File: src/hw/rtl/ffra_pkg.sv
package ffra_pkg;

  localparam int MAX_FRAMES = 256;
  localparam int ADDR_BITS  = 24;

  localparam int FRAME_IDX_W = $clog2(MAX_FRAMES);
  localparam int COUNT_W     = $clog2(MAX_FRAMES + 1);
  localparam int SIZE_W      = ADDR_BITS + 1;
  localparam int FSIZE_W     = 16;

  // The dividend is the last address, start plus size minus one, which can need two bits
  // more than an address.
  localparam int DIV_W       = ADDR_BITS + 2;
  localparam int DIV_CNT_W   = $clog2(DIV_W);

  localparam int CFG_DATA_W  = FSIZE_W;
  localparam int IN_BITS     = ADDR_BITS + SIZE_W;
  localparam int IN_DATA_W   = ((IN_BITS + 7) / 8) * 8;
  localparam int OUT_BITS    = 1 + 2 + 2 * FRAME_IDX_W;
  localparam int OUT_DATA_W  = ((OUT_BITS + 7) / 8) * 8;

  typedef enum logic [0:0] {
    REG_FRAME_LEN   = 1'b0,
    REG_FRAME_COUNT = 1'b1
  } cfg_reg_t;

  typedef enum logic [1:0] {
    STATUS_GRANT = 2'd0,
    STATUS_START = 2'd1,
    STATUS_BUSY  = 2'd2,
    STATUS_ZERO  = 2'd3
  } status_t;

endpackage

File: src/hw/rtl/ffra_div.sv
module ffra_div
  import ffra_pkg::*;
(
  input  logic               clk,
  input  logic               rst,
  input  logic               start,
  input  logic [DIV_W-1:0]   dividend,
  input  logic [FSIZE_W-1:0] divisor,
  output logic               done,
  output logic [DIV_W-1:0]   quotient
);

  logic                 busy;
  logic [DIV_CNT_W-1:0] cnt;
  logic [FSIZE_W-1:0]   rem;
  logic [DIV_W-1:0]     quo;
  logic [FSIZE_W:0]     rem_sh;
  logic [FSIZE_W:0]     diff;
  logic                 fits;

  // One quotient bit per cycle, restoring division.
  always_comb begin
    rem_sh = {rem, quo[DIV_W-1]};
    diff   = rem_sh - {1'b0, divisor};
    fits   = (rem_sh >= {1'b0, divisor});
  end

  always_ff @(posedge clk) begin
    if (rst) begin
      busy <= 1'b0;
      done <= 1'b0;
      cnt  <= '0;
    end else begin
      done <= 1'b0;
      if (start) begin
        busy <= 1'b1;
        cnt  <= '0;
      end else if (busy) begin
        cnt <= cnt + 1'b1;
        if (cnt == DIV_CNT_W'(DIV_W - 1)) begin
          busy <= 1'b0;
          done <= 1'b1;
        end
      end
    end
  end

  always_ff @(posedge clk) begin
    if (start) begin
      rem <= '0;
      quo <= dividend;
    end else if (busy) begin
      rem <= fits ? diff[FSIZE_W-1:0] : rem_sh[FSIZE_W-1:0];
      quo <= {quo[DIV_W-2:0], fits};
    end
  end

  assign quotient = quo;

endmodule

File: src/hw/rtl/ffra_bitmap.sv
module ffra_bitmap #(
  parameter int WIDTH = 1,
  parameter int DEPTH = 256
) (
  input  logic                     clk,
  input  logic                     we,
  input  logic [$clog2(DEPTH)-1:0] waddr,
  input  logic [WIDTH-1:0]         wdata,
  input  logic [$clog2(DEPTH)-1:0] raddr,
  output logic [WIDTH-1:0]         rdata
);

  logic [WIDTH-1:0] mem [DEPTH];

  always_ff @(posedge clk) begin
    if (we) begin
      mem[waddr] <= wdata;
    end
    rdata <= mem[raddr];
  end

endmodule

File: src/hw/rtl/fixed_frame_range_allocator.sv
// Channel  Dir  Width  Contents (lowest bit first)
// s_*      in   56     base_addr[23:0], req_size[48:24]
// m_*      out  24     granted[0], status[2:1], first_frame[10:3], last_frame[18:11]
// cfg_*    in   1+16   register index, write data; no read-back
//
// From one acceptance to the earliest next, a granted request makes two passes through the
// shared divider, takes an address step and a check step per frame to check the bitmap, a step
// per frame to mark it, and one step to load the result. Rejected requests stop early.
// After reset s_tready stays low while the bitmap is cleared;
// frame_len is 1 and frame_count 256.
// A finished result waits in the output register; the next request is taken meanwhile.
module fixed_frame_range_allocator
  import ffra_pkg::*;
(
  input  logic                  clk,
  input  logic                  rst,
  input  logic                  s_tvalid,
  output logic                  s_tready,
  input  logic [IN_DATA_W-1:0]  s_tdata,   // base_addr, req_size
  output logic                  m_tvalid,
  input  logic                  m_tready,
  output logic [OUT_DATA_W-1:0] m_tdata,   // granted, status, first_frame, last_frame
  input  logic                  cfg_we,
  input  logic [0:0]            cfg_addr,
  input  logic [CFG_DATA_W-1:0] cfg_data
);

  typedef enum logic [6:0] {
    S_IDLE      = 7'b0000001,
    S_DIV_FIRST = 7'b0000010,
    S_DIV_LAST  = 7'b0000100,
    S_SCAN      = 7'b0001000,
    S_MARK      = 7'b0010000,
    S_DONE      = 7'b0100000,
    S_SPARE     = 7'b1000000
  } state_t;

  state_t state, state_next;

  logic [FSIZE_W-1:0]     frame_len;
  logic [COUNT_W-1:0]     frame_count;
  logic [FSIZE_W-1:0]     divisor;
  logic [COUNT_W-1:0]     count_eff;

  logic [ADDR_BITS-1:0]   in_addr;
  logic [SIZE_W-1:0]      in_size;
  logic [DIV_W-1:0]       last_addr;
  logic [DIV_W-1:0]       div_dividend;
  logic [DIV_W-1:0]       quotient;
  logic                   div_start;
  logic                   div_done;
  logic                   q_in_range;

  logic [FRAME_IDX_W-1:0] idx;
  logic [FRAME_IDX_W-1:0] first_frame;
  logic [FRAME_IDX_W-1:0] last_frame;
  logic                   scan_chk;
  logic                   used;
  logic                   mark;
  status_t                status;
  logic                   accept;
  logic                   out_load;

  logic                   clearing;
  logic [FRAME_IDX_W-1:0] clr_idx;
  logic                   bm_we;
  logic [FRAME_IDX_W-1:0] bm_waddr;
  logic [0:0]             bm_wdata;
  logic [0:0]             bm_rdata;

  always_ff @(posedge clk) begin
    if (rst) begin
      frame_len   <= FSIZE_W'(1);
      frame_count <= COUNT_W'(MAX_FRAMES);
    end else if (cfg_we) begin
      case (cfg_reg_t'(cfg_addr))
        REG_FRAME_LEN:   frame_len   <= cfg_data;
        REG_FRAME_COUNT: frame_count <= cfg_data[COUNT_W-1:0];
        default: ;
      endcase
    end
  end

  assign divisor   = (frame_len == '0) ? FSIZE_W'(1) : frame_len;
  assign count_eff = (frame_count > COUNT_W'(MAX_FRAMES)) ? COUNT_W'(MAX_FRAMES)
                                                           : frame_count;

  assign in_addr  = s_tdata[ADDR_BITS-1:0];
  assign in_size  = s_tdata[IN_BITS-1:ADDR_BITS];
  assign s_tready = (state == S_IDLE) && !clearing;
  assign accept   = s_tvalid && s_tready;
  assign out_load = (state == S_DONE) && (!m_tvalid || m_tready);

  assign q_in_range = (quotient < DIV_W'(count_eff));

  assign div_dividend = (state == S_IDLE) ? DIV_W'(in_addr) : last_addr;
  assign div_start    = (accept && in_size != '0) ||
                        (state == S_DIV_FIRST && div_done && q_in_range);

  ffra_div u_div (
    .clk      (clk),
    .rst      (rst),
    .start    (div_start),
    .dividend (div_dividend),
    .divisor  (divisor),
    .done     (div_done),
    .quotient (quotient)
  );

  // After reset every frame is written free, one per cycle.
  always_ff @(posedge clk) begin
    if (rst) begin
      clearing <= 1'b1;
      clr_idx  <= '0;
    end else if (clearing) begin
      clr_idx <= clr_idx + 1'b1;
      if (clr_idx == FRAME_IDX_W'(MAX_FRAMES - 1)) begin
        clearing <= 1'b0;
      end
    end
  end

  assign mark     = (state == S_MARK);
  assign bm_we    = clearing || mark;
  assign bm_waddr = clearing ? clr_idx : idx;
  assign bm_wdata = ~clearing;
  assign used     = bm_rdata[0];

  ffra_bitmap #(
    .WIDTH (1),
    .DEPTH (MAX_FRAMES)
  ) u_bitmap (
    .clk   (clk),
    .we    (bm_we),
    .waddr (bm_waddr),
    .wdata (bm_wdata),
    .raddr (idx),
    .rdata (bm_rdata)
  );

  always_comb begin
    state_next = state;
    case (state)
      S_IDLE: begin
        if (accept) begin
          state_next = (in_size == '0) ? S_DONE : S_DIV_FIRST;
        end
      end
      S_DIV_FIRST: begin
        if (div_done) begin
          state_next = q_in_range ? S_DIV_LAST : S_DONE;
        end
      end
      S_DIV_LAST: begin
        if (div_done) begin
          state_next = q_in_range ? S_SCAN : S_DONE;
        end
      end
      S_SCAN: begin
        if (scan_chk) begin
          if (used) begin
            state_next = S_DONE;
          end else if (idx == last_frame) begin
            state_next = S_MARK;
          end
        end
      end
      S_MARK: begin
        if (idx == last_frame) begin
          state_next = S_DONE;
        end
      end
      S_DONE: begin
        if (out_load) begin
          state_next = S_IDLE;
        end
      end
      default: state_next = S_IDLE;
    endcase
  end

  always_ff @(posedge clk) begin
    if (rst) begin
      state <= S_IDLE;
    end else begin
      state <= state_next;
    end
  end

  // The bitmap read is registered, so each frame takes an address step and then a check step.
  always_ff @(posedge clk) begin
    case (state)
      S_IDLE: begin
        if (accept) begin
          last_addr <= DIV_W'(in_addr) + DIV_W'(in_size) - DIV_W'(1);
          status    <= (in_size == '0) ? STATUS_ZERO : STATUS_GRANT;
        end
      end
      S_DIV_FIRST: begin
        if (div_done) begin
          first_frame <= quotient[FRAME_IDX_W-1:0];
          idx         <= quotient[FRAME_IDX_W-1:0];
          if (!q_in_range) begin
            status <= STATUS_START;
          end
        end
      end
      S_DIV_LAST: begin
        if (div_done) begin
          last_frame <= quotient[FRAME_IDX_W-1:0];
          scan_chk   <= 1'b0;
          if (!q_in_range) begin
            status <= STATUS_BUSY;
          end
        end
      end
      S_SCAN: begin
        if (!scan_chk) begin
          scan_chk <= 1'b1;
        end else if (used) begin
          status <= STATUS_BUSY;
        end else if (idx == last_frame) begin
          idx <= first_frame;
        end else begin
          idx      <= idx + 1'b1;
          scan_chk <= 1'b0;
        end
      end
      S_MARK: begin
        if (idx != last_frame) begin
          idx <= idx + 1'b1;
        end
      end
      default: ;
    endcase
  end

  // Output register; a result may sit here while the next request is worked on.
  always_ff @(posedge clk) begin
    if (rst) begin
      m_tvalid <= 1'b0;
    end else if (out_load) begin
      m_tvalid <= 1'b1;
    end else if (m_tready) begin
      m_tvalid <= 1'b0;
    end
  end

  always_ff @(posedge clk) begin
    if (out_load) begin
      if (status == STATUS_GRANT) begin
        m_tdata <= OUT_DATA_W'({last_frame, first_frame, status, 1'b1});
      end else begin
        m_tdata <= OUT_DATA_W'({{(2 * FRAME_IDX_W){1'b0}}, status, 1'b0});
      end
    end
  end

endmodule
File: config.mk
export PLATFORM = sky130hd
export DESIGN_NAME = fixed_frame_range_allocator
export DESIGN_NICKNAME = d
export VERILOG_FILES = /design/src/hw/rtl/ffra_pkg.sv /design/src/hw/rtl/ffra_div.sv /design/src/hw/rtl/ffra_bitmap.sv /design/src/hw/rtl/fixed_frame_range_allocator.sv
export SDC_FILE = /design/constraint.sdc
export NUM_CORES = 1
export LEC_CHECK = 0
export ABC_AREA = 1
export ABC_CLOCK_PERIOD_IN_PS = 4800
export BUFFER_PORTS_ARGS = -buffer_cell sky130_fd_sc_hd__clkbuf_2
export CORE_MARGIN = 2
export CORE_UTILIZATION = 53
export DETAILED_ROUTE_END_ITERATION = 12
export GPL_ROUTABILITY_DRIVEN = 0
export MAX_ROUTING_LAYER = met4
export PLACE_DENSITY = 0.7
export SLEW_MARGIN = 20
export SYNTH_ARGS = -nofsm -noshare
export SYNTH_HDL_FRONTEND = slang
export SYNTH_SLANG_ARGS = --single-unit
File: constraint.sdc
create_clock -name clk -period 4.8 [get_ports clk]
set_input_delay 0 -clock clk [delete_from_list [all_inputs] [get_ports clk]]
set_output_delay 0 -clock clk [all_outputs]
set_load 0.1 [all_outputs]
After elaboration in Yosys (flattened, before gate mapping)

Memories as Yosys holds them, arrays and structs flattened. A register that Yosys moved wholly into a read port is not among the register bits.
Index checks and enable logic that the tools add are counted.

Flip-flop bits (word level): 163
Bits in writable memories: 256
Output and inout port bits: 26
Memories: 1

Memory list:

| memory       | words | bits a word | read ports | clocked after memory_dff | wr ports | line              | source |
|---|---|---|---|---|---|---|---|
| u_bitmap.mem | 256   | 1           | 1          | 1                        | 1        | ffra_bitmap.sv:13 | `logic [WIDTH-1:0] mem [DEPTH];` |

$add $sub $neg: 6
Order comparisons: 3
Eq/ne operators: 22
Multiplexer cells: 50
Bitwise operators: 3
Reductions and logical operators: 31

Operator list:

| operator                                             | count |
|---|---|
| two-way mux 26 bit                                   | 3 |
| two-way mux 7 bit                                    | 8 |
| two-way mux 8 bit                                    | 6 |
| one-hot mux 7 bit (6 select lines)                   | 1 |
| two-way mux 16 bit                                   | 2 |
| adder 24 x 25 -> 26 bit                              | 1 |
| less-than comparator 26 x 9 -> 1 bit                 | 1 |
| subtractor 26 x 1 -> 26 bit, second input constant   | 1 |
| zero test 25 bit                                     | 1 |
| nonzero test 25 bit                                  | 1 |
| one-hot mux 8 bit (3 select lines)                   | 1 |
| two-way mux 6 bit                                    | 3 |
| greater-or-equal comparator 17 x 16 -> 1 bit         | 1 |
| adder 8 x 1 -> 8 bit, second input constant          | 2 |
| zero test 16 bit                                     | 1 |
| two-way mux 2 bit                                    | 8 |
| subtractor 16 bit                                    | 1 |
| two-way mux 1 bit                                    | 15 |
| != test 2 bit, second input constant                 | 6 |
| AND reduction 2 bit                                  | 6 |
| != test 2 x 1 -> 1 bit, second input constant        | 5 |
| greater-than comparator 9 bit, second input constant | 1 |
| two-way mux 9 bit                                    | 1 |
| equality test 8 bit                                  | 1 |
| other kinds (26)                                     | 38 |

Depth between registers and ports, before layout

Gate-level depths: netlist of the first run.

Depth in word-level cells: 6
Depth in mapped cells: 14
Mapped depth without buffers: 14

By module

Synthesis of the first run repeated with hierarchy kept, for this count alone.

Cells, all modules: 2653
Area total of the unflattened synthesis: 22439.0 um^2

Modules (own cells, without submodules):

| module                      | instances | cells each | area each (um^2) |
|---|---|---|---|
| ffra_bitmap                 | 1         | 1184       | 11717.5 |
| fixed_frame_range_allocator | 1         | 984        | 7420.9 |
| ffra_div                    | 1         | 485        | 3300.7 |

Worst setup path before layout of the first run

OpenSTA, ideal clock, no wires.

Path type: register -> register
Start: register state[5]
End: register u_div.quo[0] (netlist: u_div.quotient[0]) (enable)
Setup time: 0.381 ns
Arrival time: 3.788 ns
Path slack: 0.632 ns
Cell stages (with the launch flop): 9
Path buffers: 1
Period minus slack after synthesis: 4.168 ns
Cells stage by stage: dfxtp_1 > nor2_2 > nand3_1 > nor3_1 > nand2_1 > nand2_2 > nor2_4 > buf_2 > inv_1

Longest elaborated chain between the ends: 6
Elaborated cells between the ends (all ways): 9

Ends and longest elaborated chain:

| what                             | line                               | source |
|---|---|---|
| start, declared                  | fixed_frame_range_allocator.sv:38  | `state_t state, state_next;` |
| start signal, assigned           | fixed_frame_range_allocator.sv:186 | `state <= state_next;` |
| equality test 7 x 1 -> 1 bit     | fixed_frame_range_allocator.sv:90  | `assign s_tready = (state == S_IDLE) && !clearing;` |
| logical AND 1 bit                | fixed_frame_range_allocator.sv:90  |  |
| logical AND 1 bit                | fixed_frame_range_allocator.sv:91  | `assign accept = s_tvalid && s_tready;` |
| logical AND 1 bit                | fixed_frame_range_allocator.sv:97  | `assign div_start = (accept && in_size != '0) \|\|` |
| logical OR 1 bit (*)             | fixed_frame_range_allocator.sv:97  |  |
| nonzero test 2 bit (no line) (*) | --                                 |  |
| end signal, assigned             | ffra_div.sv:51                     | `quo <= dividend;` |
| end signal, assigned             | ffra_div.sv:54                     | `quo <= {quo[DIV_W-2:0], fits};` |
| end, declared                    | ffra_div.sv:16                     | `logic [DIV_W-1:0] quo;` |

Mark *: on every way between the ends. The rest lies on a longest branch, timed or not.
A chain may end at the register's enable or synchronous reset.

Worst setup path in the final report of the first run

Start: register frame_count[4]
End: register u_div.quo[12] (netlist: u_div.quotient[12]) (enable)

Longest elaborated chain between the ends: 6

Ends and longest elaborated chain:

| what                                     | line                              | source |
|---|---|---|
| start, declared                          | fixed_frame_range_allocator.sv:41 | `logic [COUNT_W-1:0] frame_count;` |
| start signal, assigned                   | fixed_frame_range_allocator.sv:74 | `frame_count <= COUNT_W'(MAX_FRAMES);` |
| start signal, assigned                   | fixed_frame_range_allocator.sv:78 | `REG_FRAME_COUNT: frame_count <= cfg_data[COUNT_W-1:0];` |
| greater-than comparator 9 bit            | fixed_frame_range_allocator.sv:85 | `assign count_eff = (frame_count > COUNT_W'(MAX_FRAMES)) ? COUNT_W'(MAX_FRAMES)` |
| two-way mux 9 bit (*)                    | fixed_frame_range_allocator.sv:85 |  |
| less-than comparator 26 x 9 -> 1 bit (*) | fixed_frame_range_allocator.sv:94 | `assign q_in_range = (quotient < DIV_W'(count_eff));` |
| logical AND 1 bit (*)                    | fixed_frame_range_allocator.sv:98 | `(state == S_DIV_FIRST && div_done && q_in_range);` |
| logical OR 1 bit (*)                     | fixed_frame_range_allocator.sv:97 |  |
| nonzero test 2 bit (no line) (*)         | --                                |  |

Marked as above.

==> flow_summary.yaml, run 1 <==
outcome:
  status: "completed"
sta:
  final_hold_viol_count: 0
  tns_ns: 0
  setup_ws_ns: 1.53
  skew_ns: 0.0248
  min_period_ns: 3.27
  grt_setup_unrepaired: "no"
  drv_slew: 0
  fin_crit_sh_pct: 68.2
  worst_pin_slew_ns: 1.03
  hold_slack_ns: 0.00884
  max_freq_mhz: 306
  setup_viol: 0
  slew_headroom_pct: 31.1
drt:
  wl_met1_um: 22100
  top_layer_used: "met4"
  firstDrtPassIters: 6
  antenna_left: 0
  drc_errors: 0
  routed_via_density: 5.53
  drt_iter0_markers: 1395
  route.met2.wl_um: 26900
  wl_per_cell_um: 17.3
  drt-total-wl_um: 54300
  vias: 17300
  dr_wl_met3_um: 3190
finish:
  most-common-layout-cells: "nand2_1 (594), nor2_1 (371), edfxtp_1 (354)"
  final_layout_size_suffix_gt1_share_pct: 9.41
  antenna_cells: 0
  final_common_cell: "nand2_1"
  area_growth_pct: 11.9
  finalNonFillerCells: 3136
  num-nets-final: 2724
  fin_area_um2: 24600
  final_core_util_pct: 60.2
clock_tree:
  clk_latency_ns: 0.59
  path_clk_slew_ns: 0.06
  htree_num_levels: 2
  cts_buffer_depth: 3
  cts-resized-gates: 0
  ctsRootBufferMaster: "clkbuf_16"
  cts_tree: "yes"
  post-cts-setup-buffers: 0
  cts_hold_repair.buffers: 48
  numCtsBuffers: 45
  clkSinkCount: 419
worst_setup_path:
  required_ns: 4.99
  reg2reg_depth: 12
  r2r_end: "u_div.quotient[12]"
  max_stage_delay_ns: 0.79
  slowest_stage: "inv_1"
  crit_path_end_kind: "flip-flop"
  crit_path_start_kind: "flip-flop"
  critPathMaxFanout: 26
  r2r_setup_slack_ns: 1.53
  crit_type: "reg2reg"
  r2r_start: "frame_count[4]"
  worstPathCellList: "nor4_1 > nand3_1 > nand2_1 > nand2_1 > ha_1 > a21oi_1 > o21ai_0 > a21oi_1 > nand4_1 > nand2_2 > nor2_4 > inv_1"
  cp.arrival_ns: 3.46
global_route:
  grt.overflow.total: 0
  grt_pass1_vias: 16900
  grt_use_total_pct: 25.8
  grt_pass1_wl_um: 86400
  grt_start_max_net_pins: 145
  antenna_found_initial: 0
synthesis:
  ys_ff_latch: 419
  synthArstFlopShare_pct: 0
  synthFlopType: "edfxtp_1"
  avgSynthCellArea_um2: 8.86
  synth_edf_count: 354
  syn-cell-area_um2: 22000
  synth_cells: 2480
  synthDistinctLibCells: 53
  ys_seq_area_share_pct: 54.3
  yosysWarnings: 0
placement:
  pre_cts_slack_ns: 1.52
  dp.cells: 3005
  portBuffers: 91
  place_hpwl_um: 34000
  placed_cell_area_um2: 22600
floorplan:
  die_width_um: 208
  die_h_um: 208
  io-pin-count: 104
  die_area_um2: 43100
  rows: 74
  start_util_pct: 53.8
  core-area_um2: 40800
power:
  p_leak_nw: 9.84
  peakVddDrop_mv: 0.291
  power_mw: 8.27
  p_per_area_nw_per_um2: 336
job:
  maxCapViolations: 0
min_path:
  hp-start: "s_tdata[22]"
  min_path_cells: 5
  min_to: "u_div.quotient[22]"
  holdCritPathClass: "in2reg"
==> worst max-delay path by stage <==
stage / from / to / cells past startpoint
2_1_floorplan: state[5] / u_div.quotient[0] / 8
3_3_place_gp: frame_count[4] / u_div.quotient[16] / 12
3_5_place_dp: frame_count[4] / u_div.quotient[16] / 12
4_1_cts: frame_count[4] / u_div.quotient[12] / 12
5_1_grt: frame_count[4] / u_div.quotient[15] / 12
6_report: frame_count[4] / u_div.quotient[12] / 12
==> critical path: cells and delay by family (launching register included) <==
family / cells / cell delay, ns
adder cells (fa/ha/maj): 1 / 0.29
buffers and inverters: 1 / 0.79
flip-flops: 1 / 0.33
AND/OR/NAND/NOR: 7 / 1.00
AO/OA/AOI/OAI: 3 / 0.49
==> Yosys cell counts, drive strengths merged (28+ instances only) <==
library cell | count | share of area [%]
nand2 | 601 | 10
nor2 | 385 | 6.9
edfxtp | 354 | 48
nand3 | 310 | 7.2
inv | 235 | 4.0
o21ai | 98 | 2.5
buf | 80 | 2.1
ha | 76 | 4.3
a21oi | 72 | 1.7
dfxtp | 65 | 5.9
clkbuf | 40 | 0.69
nand4 | 28 | 1.2
==> area by class of cell <==
cell class | instances | area [um2]
clock buffer | 61 | 1240
inverter | 237 | 901
multi-input combinational | 1708 | 8550
fill | 3470 | 16200
timing repair buffer | 157 | 1070
clock inverter | 22 | 233
tap | 532 | 666
sequential | 419 | 11900
==> metal layers <==
layer,vias up,global-route usage [%]
met2,552,43.4
met1,8201,31.5
met4,0,11.2
met3,141,3.13
met5,-,-
li1,8439,-
==> logic make-up (layout without fill, tap and decap cells) <==
group	after synthesis	after routing	synth area share [%]
DFF	419	419	54.3
adders and majority gates	78	78	4.51
xor gates and xnor gates	37	37	1.48
other	1	5	0.0171
buffers and inverters	357	477	6.88
AOI/OAI and AO/OA	208	208	5.48
and+or+nand+nor	1380	1380	27.3
==> power breakdown <==
group / switching (mW) / internal (mW)
Sequential: 0.0187 / 3.94
Clock: 1.43 / 2.03
Combinational: 0.539 / 0.310
==> registers in the layout (all words and copies together) (netlist names), 5 cells and up <==
signal,flops
m_tdata,19
u_div.cnt,5
frame_len,16
clr_idx,8
frame_count,9
last_addr,26
u_div.quotient,26
state,6
u_div.rem,16
idx,8
first_frame,8
u_bitmap.mem,256
last_frame,8
Note: power is estimated with default switching activity, not from simulation.
==> inputs of run 2 (changes only) <==
--- a/config.mk
+++ b/config.mk
@@ -6,7 +6,7 @@
 export NUM_CORES = 1
 export LEC_CHECK = 0
 export ABC_AREA = 1
-export ABC_CLOCK_PERIOD_IN_PS = 4800
+export ABC_CLOCK_PERIOD_IN_PS = 3300
 export BUFFER_PORTS_ARGS = -buffer_cell sky130_fd_sc_hd__clkbuf_2
 export CORE_MARGIN = 2
 export CORE_UTILIZATION = 53
==> constraint.sdc (replaced) <==
create_clock -name clk -period 3.3 [get_ports clk]
set_input_delay 0 -clock clk [delete_from_list [all_inputs] [get_ports clk]]
set_output_delay 0 -clock clk [all_outputs]
set_load 0.1 [all_outputs]
==> run 2 against run 1 <==
Fmax increased by 14%; clock power increased by 36%; combinational power increased by 46%; register-to-register slack got worse by 1.1 ns; flip-flop and latch count unchanged; total power increased by 42%; global-route usage increased by 0.68 points; largest cell class unchanged; highest routed layer unchanged.
==> flow_summary.yaml, run 2 (synthesis results as in run 1) <==
outcome:
  status: "completed"
finish:
  largest_register: "u_bitmap.mem"
  fin_area_um2: 24500
  area_growth_pct: 11.7
  final_layout_size_suffix_gt1_share_pct: 9.30
  final_common_cell: "nand2_1"
  most-common-layout-cells: "nand2_1 (594), nor2_1 (371), edfxtp_1 (354)"
  num-nets-final: 2726
  antenna_cells: 0
  largest_reg_flops: 256
power:
  intPower_mw: 8.85
  p_leak_nw: 9.80
  combinationalPowerShare_pct: 10.6
  p_clk_share_pct: 40.2
  peakVddDrop_mv: 0.454
  power_mw: 11.7
  swShare_pct: 24.4
  p_sw_mw: 2.86
  p_seq_share_pct: 49.2
  p_per_area_nw_per_um2: 477
floorplan:
  die_width_um: 208
  die_area_um2: 43100
  start_util_pct: 53.8
  die_h_um: 208
  io-pin-count: 104
  rows: 74
  core-area_um2: 40800
sta:
  fin_crit_sh_pct: 86.6
  slew_headroom_pct: 21.7
  tns_ns: 0
  setup_viol: 0
  drv_slew: 0
  worst_pin_slew_ns: 1.17
  min_period_ns: 2.86
  grt_setup_unrepaired: "no"
  max_freq_mhz: 350
  final_hold_viol_count: 0
  skew_ns: 0.0237
global_route:
  grt_pass1_wl_um: 88300
  antenna_found_initial: 0
  grt_start_max_net_pins: 257
  grt.overflow.total: 0
  grt_use_total_pct: 26.5
  grt_pass1_vias: 16900
worst_setup_path:
  crit_path_start_kind: "flip-flop"
  reg2reg_depth: 13
  r2r_start: "frame_count[4]"
  critPathMaxFanout: 22
  crit_path_end_kind: "flip-flop"
  r2r_end: "u_div.quotient[23]"
  r2r_setup_slack_ns: 0.44
  crit_type: "reg2reg"
  required_ns: 3.61
  cp.arrival_ns: 3.17
drt:
  routed_via_density: 5.54
  vias: 17400
  antenna_left: 0
  drc_errors: 0
  firstDrtPassIters: 5
  drt-total-wl_um: 55500
  drt_iter0_markers: 1680
  wl_per_cell_um: 17.7
clock_tree:
  clk_latency_ns: 0.58
  post-cts-setup-buffers: 0
  cts-resized-gates: 0
  path_clk_slew_ns: 0.05
  htree_num_levels: 2
  numCtsBuffers: 45
  cts_tree: "yes"
  cts_hold_repair.buffers: 43
  ctsRootBufferMaster: "clkbuf_16"
  clkSinkCount: 419
  cts_buffer_depth: 3
min_path:
  hp-start: "s_tdata[10]"
  min_path_cells: 5
  holdCritPathClass: "in2reg"
  min_to: "u_div.quotient[10]"
job:
  maxCapViolations: 0
placement:
  portBuffers: 91
  placed_cell_area_um2: 22800
  place_hpwl_um: 34300
[run 2: layout make-up]
type,instances,area [um2]
clock buffers,63,1220
clock inverters,15,121
fillers,3509,16300
inverters,237,901
multi-input cells,1708,8560
flip-flops and latches,419,11900
well taps,532,666
repair buffers,159,1140
[run 2: critical path, stage by stage (launching register included)]
cell	delay (ns)
dfxtp_1	0.32
nor4_1	0.26
nand3_1	0.10
nand2_1	0.12
nand2_1	0.07
ha_1	0.29
a21oi_1	0.14
o21ai_0	0.10
a21oi_1	0.24
nand4_1	0.16
nand2_2	0.12
buf_4	0.27
buf_4	0.29
o21ai_0	0.11
[run 2: power by group through the flow]
stage / clock (mW) / combinational, mW / sequential (mW)
final: 4.71 / 1.24 / 5.76
after global routing: 4.99 / 1.40 / 5.76
after CTS: 4.77 / 1.24 / 5.76
after detailed placement: 0 / 1.19 / 5.87
after global placement: 0 / 1.17 / 5.87
after floorplan: 0 / 0.907 / 5.86
[run 2: per-stage QoR]
stage               utilization [%]  cells  setup slack, ns  hold WS [ns]
finish                         60.1   3133            0.441        0.0144
global route                   60.1   3133            0.192        0.0376
CTS                            60.1   3133            0.483       0.00572
detailed placement             55.7   3012            0.491         0.242
global placement               55.7   3012            0.539         0.229
floorplan                         -   2484           0.0144        0.0785
[run 2: worst max path at each step]
stage          cells past startpoint      startpoint  slack [ns]            endpoint
2_1_floorplan                      8        state[5]        0.01   u_div.quotient[0]
3_3_place_gp                      13  frame_count[4]        0.54  u_div.quotient[22]
3_5_place_dp                       8        clearing        0.49    u_bitmap.mem[61]
4_1_cts                           13  frame_count[4]        0.48  u_div.quotient[23]
5_1_grt                           13  frame_count[4]        0.19  u_div.quotient[23]
6_report                          13  frame_count[4]        0.44  u_div.quotient[23]
[run 2: routing by layer]
metal	track usage (%)	routed length, um	vias to the layer above	part of all wire [%]
met4	9.80	1870	0	3.4
li1	-	-	8443	-
met1	32.5	22600	8212	41
met5	-	0	-	0
met3	3.57	3540	121	6.4
met2	44.9	27500	590	49
